<file path="config.mk">
export PLATFORM = sky130hd
export DESIGN_NAME = overlap_save_framer
export DESIGN_NICKNAME = d
export VERILOG_FILES = /design/src/design/osf_pkg.sv /design/src/design/osf_ring.sv /design/src/design/osf_emit.sv /design/src/design/overlap_save_framer.sv
export SDC_FILE = /design/constraint.sdc
export NUM_CORES = 2
export LEC_CHECK = 0
export BUFFER_PORTS_ARGS = -buffer_cell sky130_fd_sc_hd__buf_2
export CAP_MARGIN = 20
export CORE_MARGIN = 2
export CORE_UTILIZATION = 47
export CTS_BUF_LIST = sky130_fd_sc_hd__clkbuf_16
export DETAILED_ROUTE_END_ITERATION = 6
export PLACE_DENSITY = 0.7
export SYNTH_ARGS = -nofsm -noshare
export SYNTH_HDL_FRONTEND = slang
export SYNTH_HIERARCHICAL = 1
export SYNTH_SLANG_ARGS = --single-unit
</file>
<file path="constraint.sdc">
create_clock -name clk_i -period 8.1 [get_ports clk_i]
set_input_delay 0.81 -clock clk_i [delete_from_list [all_inputs] [get_ports clk_i]]
set_output_delay 0.81 -clock clk_i [all_outputs]
set_load 0.1 [all_outputs]
</file>
<file path="src/design/osf_pkg.sv">
// osf_pkg: shared constants for the overlap-save input framer
// used by osf_ring, osf_emit and overlap_save_framer; no dependencies
package osf_pkg;

  localparam int CAPACITY_DEF = 64;

  localparam int SAMPLE_W = 32;
  localparam int CFG_W    = 7;
  localparam int INDEX_W  = 6;
  localparam int REG_IDX_W = 2;

  // configuration register indexes
  localparam logic [REG_IDX_W-1:0] REG_SPECTRAL = 2'd0;
  localparam logic [REG_IDX_W-1:0] REG_HOP      = 2'd1;
  localparam logic [REG_IDX_W-1:0] REG_BLOCK    = 2'd2;
  localparam logic [REG_IDX_W-1:0] REG_FRAMES   = 2'd3;

  // register reset values
  localparam logic             SPECTRAL_RST = 1'b0;
  localparam logic [CFG_W-1:0] HOP_RST      = 7'd16;
  localparam logic [CFG_W-1:0] BLOCK_RST    = 7'd64;
  localparam logic [CFG_W-1:0] FRAMES_RST   = 7'd64;

  localparam logic [SAMPLE_W-1:0] POS_ZERO = 32'h0000_0000;

  // exponent all ones: nan or infinity
  function automatic logic is_nonfinite(logic [SAMPLE_W-1:0] bits);
    return &bits[30:23];
  endfunction

endpackage

</file>
<file path="src/design/osf_ring.sv">
// osf_ring: sample ring memory with one write port and one registered read port
// entry valid flags give the all-zero reset state; uses osf_pkg
module osf_ring #(
  parameter int CAPACITY = osf_pkg::CAPACITY_DEF,
  parameter int PW       = $clog2(CAPACITY)
) (
  input  logic                          clk_i,
  input  logic                          rst_ni,
  input  logic                          wr_en_i,
  input  logic [PW-1:0]                 wr_addr_i,
  input  logic [osf_pkg::SAMPLE_W-1:0]  wr_data_i,
  input  logic                          clr_en_i,
  input  logic [PW-1:0]                 clr_addr_i,
  input  logic                          rd_en_i,
  input  logic [PW-1:0]                 rd_addr_i,
  output logic [osf_pkg::SAMPLE_W-1:0]  rd_data_o
);

  logic [osf_pkg::SAMPLE_W-1:0] mem [CAPACITY];
  logic [CAPACITY-1:0]          vld_q;
  logic [osf_pkg::SAMPLE_W-1:0] rd_data_q;
  logic                         rd_vld_q;

  always_ff @(posedge clk_i) begin
    if (wr_en_i) begin
      mem[wr_addr_i] <= wr_data_i;
    end
  end

  always_ff @(posedge clk_i) begin
    if (rd_en_i) begin
      rd_data_q <= mem[rd_addr_i];
    end
  end

  always_ff @(posedge clk_i or negedge rst_ni) begin
    if (!rst_ni) begin
      vld_q    <= '0;
      rd_vld_q <= 1'b0;
    end else begin
      if (wr_en_i) begin
        vld_q[wr_addr_i] <= 1'b1;
      end else if (clr_en_i) begin
        vld_q[clr_addr_i] <= 1'b0;
      end
      if (rd_en_i) begin
        rd_vld_q <= vld_q[rd_addr_i];
      end
    end
  end

  // entries never written, or cleared, read as +0.0
  assign rd_data_o = rd_vld_q ? rd_data_q : osf_pkg::POS_ZERO;

endmodule

</file>
<file path="src/design/osf_emit.sv">
// osf_emit: frame read sequencer, memory data stage and output register
// drives the read and clear ports of osf_ring; uses osf_pkg
module osf_emit #(
  parameter int CAPACITY = osf_pkg::CAPACITY_DEF,
  parameter int PW       = $clog2(CAPACITY),
  parameter int LW       = $clog2(CAPACITY + 1)
) (
  input  logic                          clk_i,
  input  logic                          rst_ni,
  input  logic                          start_i,
  input  logic [PW-1:0]                 start_addr_i,
  input  logic [LW-1:0]                 len_i,
  input  logic                          spectral_i,
  output logic                          busy_o,
  output logic                          rd_en_o,
  output logic [PW-1:0]                 rd_addr_o,
  input  logic [osf_pkg::SAMPLE_W-1:0]  rd_data_i,
  output logic                          clr_en_o,
  output logic [PW-1:0]                 clr_addr_o,
  output logic                          out_valid_o,
  input  logic                          out_ready_i,
  output logic [osf_pkg::SAMPLE_W-1:0]  frame_sample_o,
  output logic [osf_pkg::INDEX_W-1:0]   frame_index_o,
  output logic                          frame_last_o
);

  localparam logic [PW-1:0] LAST_ADDR = PW'(CAPACITY - 1);

  logic [LW-1:0]                rem_q, rem_d;
  logic [PW-1:0]                addr_q, addr_d;
  logic [osf_pkg::INDEX_W-1:0]  idx_q, idx_d;
  logic                         rv_q;
  logic [osf_pkg::INDEX_W-1:0]  s1_idx_q;
  logic                         s1_last_q;
  logic [PW-1:0]                s1_addr_q;
  logic                         ov_q;
  logic [osf_pkg::SAMPLE_W-1:0] o_data_q;
  logic [osf_pkg::INDEX_W-1:0]  o_idx_q;
  logic                         o_last_q;
  logic                         adv, issue, zap;

  // memory data moves on when the output register is free or being taken
  assign adv   = rv_q && (!ov_q || out_ready_i);
  assign issue = (rem_q != '0) && (!rv_q || adv);
  assign zap   = spectral_i && osf_pkg::is_nonfinite(rd_data_i);

  assign busy_o     = (rem_q != '0) || rv_q;
  assign rd_en_o    = issue;
  assign rd_addr_o  = addr_q;
  assign clr_en_o   = adv && zap;
  assign clr_addr_o = s1_addr_q;

  always_comb begin
    rem_d  = rem_q;
    addr_d = addr_q;
    idx_d  = idx_q;
    if (start_i) begin
      rem_d  = len_i;
      addr_d = start_addr_i;
      idx_d  = '0;
    end else if (issue) begin
      rem_d  = rem_q - LW'(1);
      addr_d = (addr_q == LAST_ADDR) ? '0 : addr_q + PW'(1);
      idx_d  = idx_q + osf_pkg::INDEX_W'(1);
    end
  end

  always_ff @(posedge clk_i or negedge rst_ni) begin
    if (!rst_ni) begin
      rem_q  <= '0;
      addr_q <= '0;
      idx_q  <= '0;
      rv_q   <= 1'b0;
      ov_q   <= 1'b0;
    end else begin
      rem_q  <= rem_d;
      addr_q <= addr_d;
      idx_q  <= idx_d;
      if (issue) begin
        rv_q <= 1'b1;
      end else if (adv) begin
        rv_q <= 1'b0;
      end
      if (adv) begin
        ov_q <= 1'b1;
      end else if (out_ready_i) begin
        ov_q <= 1'b0;
      end
    end
  end

  always_ff @(posedge clk_i) begin
    if (issue) begin
      s1_idx_q  <= idx_q;
      s1_last_q <= (rem_q == LW'(1));
      s1_addr_q <= addr_q;
    end
    if (adv) begin
      o_data_q <= zap ? osf_pkg::POS_ZERO : rd_data_i;
      o_idx_q  <= s1_idx_q;
      o_last_q <= s1_last_q;
    end
  end

  assign out_valid_o    = ov_q;
  assign frame_sample_o = o_data_q;
  assign frame_index_o  = o_idx_q;
  assign frame_last_o   = o_last_q;

  a_start_idle: assert property (@(posedge clk_i) disable iff (!rst_ni)
    start_i |-> !busy_o)
    else $error("frame start while a frame is still being read");

  a_start_busy: assert property (@(posedge clk_i) disable iff (!rst_ni)
    start_i && (len_i != '0) |=> busy_o)
    else $error("non-empty frame start did not begin reading");

  a_last_drained: assert property (@(posedge clk_i) disable iff (!rst_ni)
    rv_q && s1_last_q |-> rem_q == '0)
    else $error("reads left after the last sample of a frame");

  a_clear_spectral: assert property (@(posedge clk_i) disable iff (!rst_ni)
    clr_en_o |-> spectral_i && rv_q)
    else $error("ring entry cleared outside spectral framing");

endmodule

</file>
<file path="src/design/overlap_save_framer.sv">
// overlap_save_framer: top level, configuration registers, write pointer and hop counter
// instantiates osf_ring and osf_emit; uses osf_pkg
//
//   channel  handshake                 payload
//   in       in_valid_i / in_ready_o   sample_in_i
//   out      out_valid_o / out_ready_i frame_sample_o, frame_index_o, frame_last_o
//   cfg      cfg_we_i                  cfg_idx_i, cfg_data_i
//
// a sample is written into the ring in the cycle it is accepted, unless spectral mode drops it
// when a hop completes, the frame is read from the ring at one sample per cycle
// through the registered memory read; input is held off until the last sample
// of the frame has reached the output register; output stalls pause the reads
// and extend that hold; reset clears all ring entries to +0.0 at once
module overlap_save_framer #(
  parameter int CAPACITY = osf_pkg::CAPACITY_DEF
) (
  input  logic                           clk_i,
  input  logic                           rst_ni,
  input  logic                           cfg_we_i,
  input  logic [osf_pkg::REG_IDX_W-1:0]  cfg_idx_i,
  input  logic [osf_pkg::CFG_W-1:0]      cfg_data_i,
  input  logic                           in_valid_i,
  output logic                           in_ready_o,
  input  logic [osf_pkg::SAMPLE_W-1:0]   sample_in_i,
  output logic                           out_valid_o,
  input  logic                           out_ready_i,
  output logic [osf_pkg::SAMPLE_W-1:0]   frame_sample_o,
  output logic [osf_pkg::INDEX_W-1:0]    frame_index_o,
  output logic                           frame_last_o
);

  localparam int PW = $clog2(CAPACITY);
  localparam int LW = $clog2(CAPACITY + 1);
  localparam int SW = LW + 1;
  localparam int CW = osf_pkg::CFG_W;
  localparam logic [CW-1:0] CAP_C     = CW'(CAPACITY);
  localparam logic [PW-1:0] LAST_ADDR = PW'(CAPACITY - 1);

  logic          spectral_q;
  logic [CW-1:0] hop_q, block_q, frames_q;
  logic [PW-1:0] wp_q, wp_d;
  logic [CW-1:0] hc_q, hc_d;

  logic          accept, drop, emit, start, busy;
  logic [CW-1:0] hop_eff, blk_eff, hop_cap, blk_cap, hc_inc;
  logic [SW-1:0] start_sum;
  logic [PW-1:0] start_addr;
  logic [osf_pkg::SAMPLE_W-1:0] wr_data;

  logic          rd_en, clr_en;
  logic [PW-1:0] rd_addr, clr_addr;
  logic [osf_pkg::SAMPLE_W-1:0] rd_data;

  always_ff @(posedge clk_i or negedge rst_ni) begin
    if (!rst_ni) begin
      spectral_q <= osf_pkg::SPECTRAL_RST;
      hop_q      <= osf_pkg::HOP_RST;
      block_q    <= osf_pkg::BLOCK_RST;
      frames_q   <= osf_pkg::FRAMES_RST;
    end else if (cfg_we_i) begin
      case (cfg_idx_i)
        osf_pkg::REG_SPECTRAL: spectral_q <= cfg_data_i[0];
        osf_pkg::REG_HOP:      hop_q      <= cfg_data_i;
        osf_pkg::REG_BLOCK:    block_q    <= cfg_data_i;
        osf_pkg::REG_FRAMES:   frames_q   <= cfg_data_i;
        default: ;
      endcase
    end
  end

  // effective hop and frame length
  always_comb begin
    hop_cap = (hop_q < CAP_C) ? hop_q : CAP_C;
    blk_cap = (block_q < CAP_C) ? block_q : CAP_C;
    if (spectral_q) begin
      hop_eff = hop_cap;
      blk_eff = block_q;
    end else begin
      hop_eff = (hop_cap < frames_q) ? hop_cap : frames_q;
      blk_eff = (blk_cap < frames_q) ? blk_cap : frames_q;
    end
    if (hop_eff == '0) begin
      hop_eff = CW'(1);
    end
  end

  assign drop    = spectral_q && (block_q > CAP_C);
  assign accept  = in_valid_i && in_ready_o;
  assign wr_data = (spectral_q && osf_pkg::is_nonfinite(sample_in_i)) ?
                   osf_pkg::POS_ZERO : sample_in_i;
  assign hc_inc  = hc_q + CW'(1);
  assign emit    = hc_inc >= hop_eff;
  assign start   = accept && !drop && emit && (blk_eff != '0);

  always_comb begin
    wp_d = wp_q;
    hc_d = hc_q;
    if (accept && !drop) begin
      wp_d = (wp_q == LAST_ADDR) ? '0 : wp_q + PW'(1);
      hc_d = emit ? '0 : hc_inc;
    end
  end

  always_ff @(posedge clk_i or negedge rst_ni) begin
    if (!rst_ni) begin
      wp_q <= '0;
      hc_q <= '0;
    end else begin
      wp_q <= wp_d;
      hc_q <= hc_d;
    end
  end

  // oldest sample of the frame: new write pointer minus frame length, wrapped
  always_comb begin
    start_sum = SW'(wp_d) + SW'(CAPACITY) - SW'(blk_eff[LW-1:0]);
    if (start_sum >= SW'(CAPACITY)) begin
      start_sum = start_sum - SW'(CAPACITY);
    end
    start_addr = start_sum[PW-1:0];
  end

  assign in_ready_o = !busy;

  osf_ring #(
    .CAPACITY (CAPACITY),
    .PW       (PW)
  ) u_ring (
    .clk_i      (clk_i),
    .rst_ni     (rst_ni),
    .wr_en_i    (accept && !drop),
    .wr_addr_i  (wp_q),
    .wr_data_i  (wr_data),
    .clr_en_i   (clr_en),
    .clr_addr_i (clr_addr),
    .rd_en_i    (rd_en),
    .rd_addr_i  (rd_addr),
    .rd_data_o  (rd_data)
  );

  osf_emit #(
    .CAPACITY (CAPACITY),
    .PW       (PW),
    .LW       (LW)
  ) u_emit (
    .clk_i          (clk_i),
    .rst_ni         (rst_ni),
    .start_i        (start),
    .start_addr_i   (start_addr),
    .len_i          (blk_eff[LW-1:0]),
    .spectral_i     (spectral_q),
    .busy_o         (busy),
    .rd_en_o        (rd_en),
    .rd_addr_o      (rd_addr),
    .rd_data_i      (rd_data),
    .clr_en_o       (clr_en),
    .clr_addr_o     (clr_addr),
    .out_valid_o    (out_valid_o),
    .out_ready_i    (out_ready_i),
    .frame_sample_o (frame_sample_o),
    .frame_index_o  (frame_index_o),
    .frame_last_o   (frame_last_o)
  );

endmodule

</file>
=== Word-level counts from Yosys, hierarchy flattened ===
Memories as Yosys holds them, arrays and structs flattened. A register that Yosys moved wholly into a read port is not among the register bits.
Index checks and enable logic that the tools add are counted.

* $add $sub $neg: 8
* Order comparisons: 12
* Eq/ne operators: 6
* Multiplexer cells: 34
* Bitwise operators: 4
* Reductions and logical operators: 34

{| class="wikitable"
|+ Operator list
! cell !! count
|-
| 64-bit two-way mux || 2
|-
| 7-bit two-way mux || 10
|-
| 64-bit bitwise AND || 1
|-
| 64-bit NOT || 1
|-
| 64-bit bitwise OR || 1
|-
| 6-bit two-way mux || 8
|-
| 32-bit two-way mux || 1
|-
| 31-bit two-way mux || 1
|-
| 6-bit by 7-bit < comparator with 1-bit output, second input constant || 3
|-
| 6-bit by 1-bit adder with 6-bit output, second input constant || 3
|-
| 8-bit AND reduction || 2
|-
| 7-bit < comparator || 2
|-
| 7-bit < comparator, second input constant || 2
|-
| 7-bit nonzero test || 2
|-
| 1-bit demux with 6-bit select || 2
|-
| 6-bit == test, second input constant || 2
|-
| 6-bit by 1-bit >= comparator with 1-bit output, second input constant || 2
|-
| 1-bit logical AND || 12
|-
| 1-bit two-way mux || 9
|-
| 6-bit by 7-bit adder with 8-bit output, second input constant || 1
|-
| 8-bit by 7-bit >= comparator with 1-bit output, second input constant || 1
|-
| 2-bit AND reduction || 4
|-
| 2-bit nonzero test || 4
|-
| 8-bit by 7-bit subtractor with 8-bit output || 1
|-
| 15 further kinds || 21
|}

* Bits in registers: 173
* Bits in writable memories: 2048
* Input bits: 46
* Output and inout bits: 41
* Memories kept: 1

{| class="wikitable"
|+ Memories
! memory !! depth !! bits a word !! rd ports !! clocked after memory_dff !! write ports !! line !! source
|-
| u_ring.mem || 64 || 32 || 1 || 1 || 1 || osf_ring.sv:19 || <nowiki>logic [osf_pkg::SAMPLE_W-1:0] mem [CAPACITY];</nowiki>
|}

=== Longest topological paths before layout ===
* Depth after elaboration: 11
* Mapped depth: 20
* Mapped depth without buffers: 17

=== Hierarchy ===
The synthesis kept the hierarchy.

{| class="wikitable"
|+ Modules (own cells, without submodules)
! module !! times used !! cells each !! area an instance (um^2) !! seq. area each (um^2)
|-
| osf_ring || 1 || 3425 || 82019.9 || 64086.5
|-
| overlap_save_framer || 1 || 331 || 3039.2 || 879.6
|-
| osf_emit || 1 || 220 || 3037.9 || 2087.0
|}

=== Worst setup path after synthesis ===
OpenSTA, ideal clock, no wires.

* Path kind: register to register
* From: register u_emit.rem_q[4]
* To: memory u_ring/mem[48][0] (netlist name) (enable)
* Library setup time: 506 ps
* Arrival: 6096 ps
* Data required time: 7594 ps
* Path slack: 1498 ps
* Stages on the path, launching flop included: 11
* Buffers on the path: 3
* Path through: dfrtp_1 > or4_1 > buf_6 > or3_2 > inv_2 > nand3b_4 > inv_2 > buf_2 > clkbuf_1 > nand4b_1 > nor4_1

* Cells in the longest elaborated chain, start to end: 7

{| class="wikitable"
|+ RTL lines
! what !! line !! source
|-
| start, declared || osf_emit.sv:29 || <nowiki>logic [LW-1:0] rem_q, rem_d;</nowiki>
|-
| start signal, assigned || osf_emit.sv:76 || <nowiki>rem_q <= rem_d;</nowiki>
|-
| 7-bit nonzero test || osf_emit.sv:47 || <nowiki>assign busy_o = (rem_q != '0) || rv_q;</nowiki>
|-
| 1-bit logical OR || osf_emit.sv:47 ||
|-
| net busy || overlap_save_framer.sv:44 || <nowiki>logic accept, drop, emit, start, busy;</nowiki>
|-
| 1-bit logical NOT || overlap_save_framer.sv:123 || <nowiki>assign in_ready_o = !busy;</nowiki>
|-
| net in_ready_o || overlap_save_framer.sv:23 || <nowiki>output logic in_ready_o,</nowiki>
|-
| 1-bit logical AND || overlap_save_framer.sv:88 || <nowiki>assign accept = in_valid_i && in_ready_o;</nowiki>
|-
| 1-bit logical AND || overlap_save_framer.sv:131 || <nowiki>.wr_en_i (accept && !drop),</nowiki>
|-
| 1-bit two-way mux || osf_ring.sv:25 || <nowiki>if (wr_en_i) begin</nowiki>
|-
| 1-bit two-way mux (implied by the code) || osf_ring.sv:26 || <nowiki>mem[wr_addr_i] <= wr_data_i;</nowiki>
|-
| end, declared || osf_ring.sv:19 ||
|}

The timed path passes the listed nets, and every way through them passes these cells.

=== Final worst setup path ===
* From: register u_emit.rem_q[3]
* To: memory u_ring/mem[39][3] (netlist name) (enable)

* Cells in the longest elaborated chain, start to end: 7

{| class="wikitable"
|+ RTL lines
! what !! line
|-
| 7-bit nonzero test || osf_emit.sv:47
|-
| 1-bit logical OR || osf_emit.sv:47
|-
| net busy || overlap_save_framer.sv:44
|-
| 1-bit logical NOT || overlap_save_framer.sv:123
|-
| 1-bit logical AND || overlap_save_framer.sv:88
|-
| 1-bit logical AND || overlap_save_framer.sv:131
|-
| 1-bit two-way mux || osf_ring.sv:25
|-
| 1-bit two-way mux (implied by the code) || osf_ring.sv:26
|}

The timed path passes the listed nets, and every way through them passes these cells.

==> flow_summary_export.csv <==
group,metric,value,unit
outcome,status,"complete, no violations",
global_routing,grt_overflow_total,0,
clock_tree,clk_path_buf_depth,3,
power,comb_power_share,27.8,%
clock_tree,cts_tree,"done",
final_layout,fin_nets,4292,
clock_tree,cts_resized,0,
worst_setup_path,worstPathRequired,8580,ps
power,finalPower,31.9,mW
timing,slew_headroom,24.4,%
timing,rsz0062_at_grt,"no",
die,rows,158,
place,placed_cells,6475,
synth,ys_warn_count,6,
power,pwr_density_cell,321,mW/mm²
routing,ant_nets,0,
routing,viasPerCell,6.14,
power,p_sw,9.57,mW
power,power_leakage,31.9,nW
routing,wl,212000,µm
timing,finClkSkew,42.3,ps
clock_tree,cts_inserted_buffers,214,
synth,synth_edf_count,2132,
synth,ys_types,85,
synth,syn_avg_cell_area,22.2,µm²
die,die_h,437,µm
routing,routedWlPerCell,30.8,µm
worst_setup_path,start_kind,"flop",
place,port_buffers,86,
synth,synth_top_area_share,72.7,%
final_layout,utilization,53.5,%
timing,fin_tns_setup,0,ps
power,p_sw_share,30.0,%
timing,setup_viol,0,
worst_setup_path,path_max_fanout,24,
routing,dr_total_vias,42265,
worst_setup_path,crit_type,"reg -> reg",
die,die_w,437,µm
die,dieArea,0.191,mm²
routing,drc,0,
power,seqPwrFrac,42.1,%
power,clockPowerShare,30.0,%
final_layout,layout-drive-gt1-share,30.5,%
flow_run,maxCapViolCount,0,
synth,postSynthCellCount,3976,
timing,hold_viol,0,
synth,ys_top_cells_by_area,"edfxtp_1 73%, mux4_2 16%, dfrtp_1 3.4%",
worst_hold_path,hp-class,"in -> async",
power,internal-power,22.3,mW
final_layout,fillerInstances,13885,
global_routing,grt_pass1_vias,42684,
clock_tree,clk_latency,840,ps
place,dp_hpwl,116000,µm
clock_tree,post_cts_buffers,0,
die,io_pins,87,
die,core,0.186,mm²
place,place_congestion,0.894,
global_routing,grtUsageTotal,22.2,%
timing,worst_pin_slew,1130,ps
global_routing,grt_max_degree,128,
clock_tree,ctsHtreeMaxLevel,4,
synth,synth_seq_cells,2253,
timing,finalCritPeriodShare,58.8,%
timing,finalMaxSlewViolations,0,
synth,ys.flop_type,"edfxtp_1",
worst_setup_path,crit_path_end_kind,"flop",
global_routing,grt_pass1_wl,305000,µm
clock_tree,path_clk_slew,60,ps
timing,fin_crit,4760,ps
timing,hold_ws,46.3,ps
die,start_util,47.4,%
synth,yosysTopAreaCell,"edfxtp_1",
global_routing,antenna_found_initial,3,
final_layout,layout.cells.non_filler,6879,
timing,timing.fmax,210,MHz
worst_setup_path,crit_arrival,5250,ps
synth,syn-num-nets,4054,
power,ir_drop,0.286,mV
routing,first_pass_iters,7,
routing,drtIter0Drc,5490,
clock_tree,clock-sinks,2253,
clock_tree,cts_hold_buf,0,
final_layout,area_growth,12.8,%
synth,synthesis.area,0.0881,mm²
synth,synthArstFlopShare,5.37,%
clock_tree,root_buffer,"clkbuf_16",
synth,yosysSeqAreaShare,76.1,%
-- state kept, by name (all words and copies together), names as in the netlist, 7 cells and up --
signal / cells
hop_q: 7
u_emit/frame_sample_o: 32
u_emit/rem_q: 7
frames_q: 7
block_q: 7
u_ring/mem: 2048
hc_q: 7
u_ring/rd_data_q: 32
u_ring/vld_q: 64
-- critical path, stage by stage (launching register included) --
cell	delay, ps
dfrtp_1	420
or4_1	690
or3_2	520
inv_2	120
nand3b_4	170
inv_2	400
nand4_1	810
nor2_4	710
buf_4	550
-- cell usage in the layout, fill, tap and decap left out, drive strengths merged, types with 8 or more instances in the layout --
cell and count:
o22a 32, clkinvlp 9, a22oi 52, nand3b 15
mux4 638, xnor2 11, o21ai 26, a211oi 17
nor2b 80, mux2i 27, ha 31, edfxtp 2132
and2 43, nand3 24, nor2 135, nor4 8
clkbuf 218, dfrtp 118, o211ai 9, bufinv 14
nand2 110, nor3 11, inv 85, a21oi 67
buf 225, mux2 31, nand2b 14, clkinv 104
a311oi 8
-- cells by family after synthesis --
kind of cell,count (synthesis),share of synthesized area [%]
simple gates,486,2.83
buf+inv,233,1.23
mux,696,17.0
fa+ha+maj,32,0.463
xor+xnor,18,0.187
compound gates,258,2.16
flops,2253,76.1
-- per-stage QoR --
stage	setup slack (ps)	area [µm²]
4_1_cts	3390	99300
2_1_floorplan	1500	88100
3_5_place_dp	3400	92500
3_3_place_gp	3420	92500
5_1_grt	3150	99300
6_report	3340	99300
-- per-layer routing --
metal | wire, µm | share of wire (%) | track usage, %
met1 | 81700 | 39 | 30.4
met2 | 105000 | 50 | 36.3
met3 | 17500 | 8.2 | 3.65
met4 | 7850 | 3.7 | 8.11
met5 | 0 | 0 | 0
-- power by group through the flow --
| stage | registers, mW | clock network [mW] | logic (mW) |
|---|---|---|---|
| after detailed placement | 13.7 | 0 | 8.89 |
| after CTS | 13.4 | 9.70 | 8.94 |
| after global placement | 13.7 | 0 | 8.85 |
| after global routing | 13.5 | 10.2 | 9.30 |
| after floorplan | 13.9 | 0 | 5.99 |
| final | 13.4 | 9.58 | 8.88 |
-- cell usage after synthesis, types with 6 or more instances --
cell      instances
nor3_1           10
ha_1             31
nor4_1            8
edfxtp_1       2132
inv_1            25
or3b_2            6
o22a_1           32
a211oi_1         17
o22ai_1           7
nand2b_1         13
o211ai_1          9
nor3b_1           7
o21ai_0          21
buf_2            72
buf_6            11
or2_2             6
nand2_1         110
buf_1            22
a311oi_2          6
a31oi_1           6
nand3b_1         14
nor2b_1          80
a21oi_1          65
a22oi_1          49
clkbuf_1         89
mux2_2           29
mux4_2          638
and2_1           42
mux2i_1          27
buf_4            10
a21o_1            6
dfrtp_1         118
xnor2_1          10
nand3_1          24
xor2_1            7
nor2_1          135
-- final timing paths --
path | slack [ps] | cells after the start | from | to
max reg2reg | 3340 | 8 | u_emit/rem_q[3] | u_ring/mem[39][3]
min | 50 | 1 | rst_ni | frames_q[2]
max | 3340 | 8 | u_emit/rem_q[3] | u_ring/mem[39][3]
min in group clk_i | 270 | 2 | cfg_data_i[2] | frames_q[2]
min reg2reg | 420 | 0 | u_emit/s1_idx_q[4] | u_emit/frame_index_o[4]
max in group asynchronous | 6630 | 2 | rst_ni | u_ring/vld_q[44]
-- cell type report --
class                   instances  area (µm²)  area share, %
diodes                          1        2.50        0.00252
clock buffers                 217        5430           5.47
clock inverters               183        1330           1.34
inverters                      29         111          0.112
multi-input cells            1490       20700           20.8
flip-flops and latches       2253       67100           67.5
well taps                    2480        3100           3.12
repair buffers                226        1610           1.62
Power figures use the tool's default switching activity.
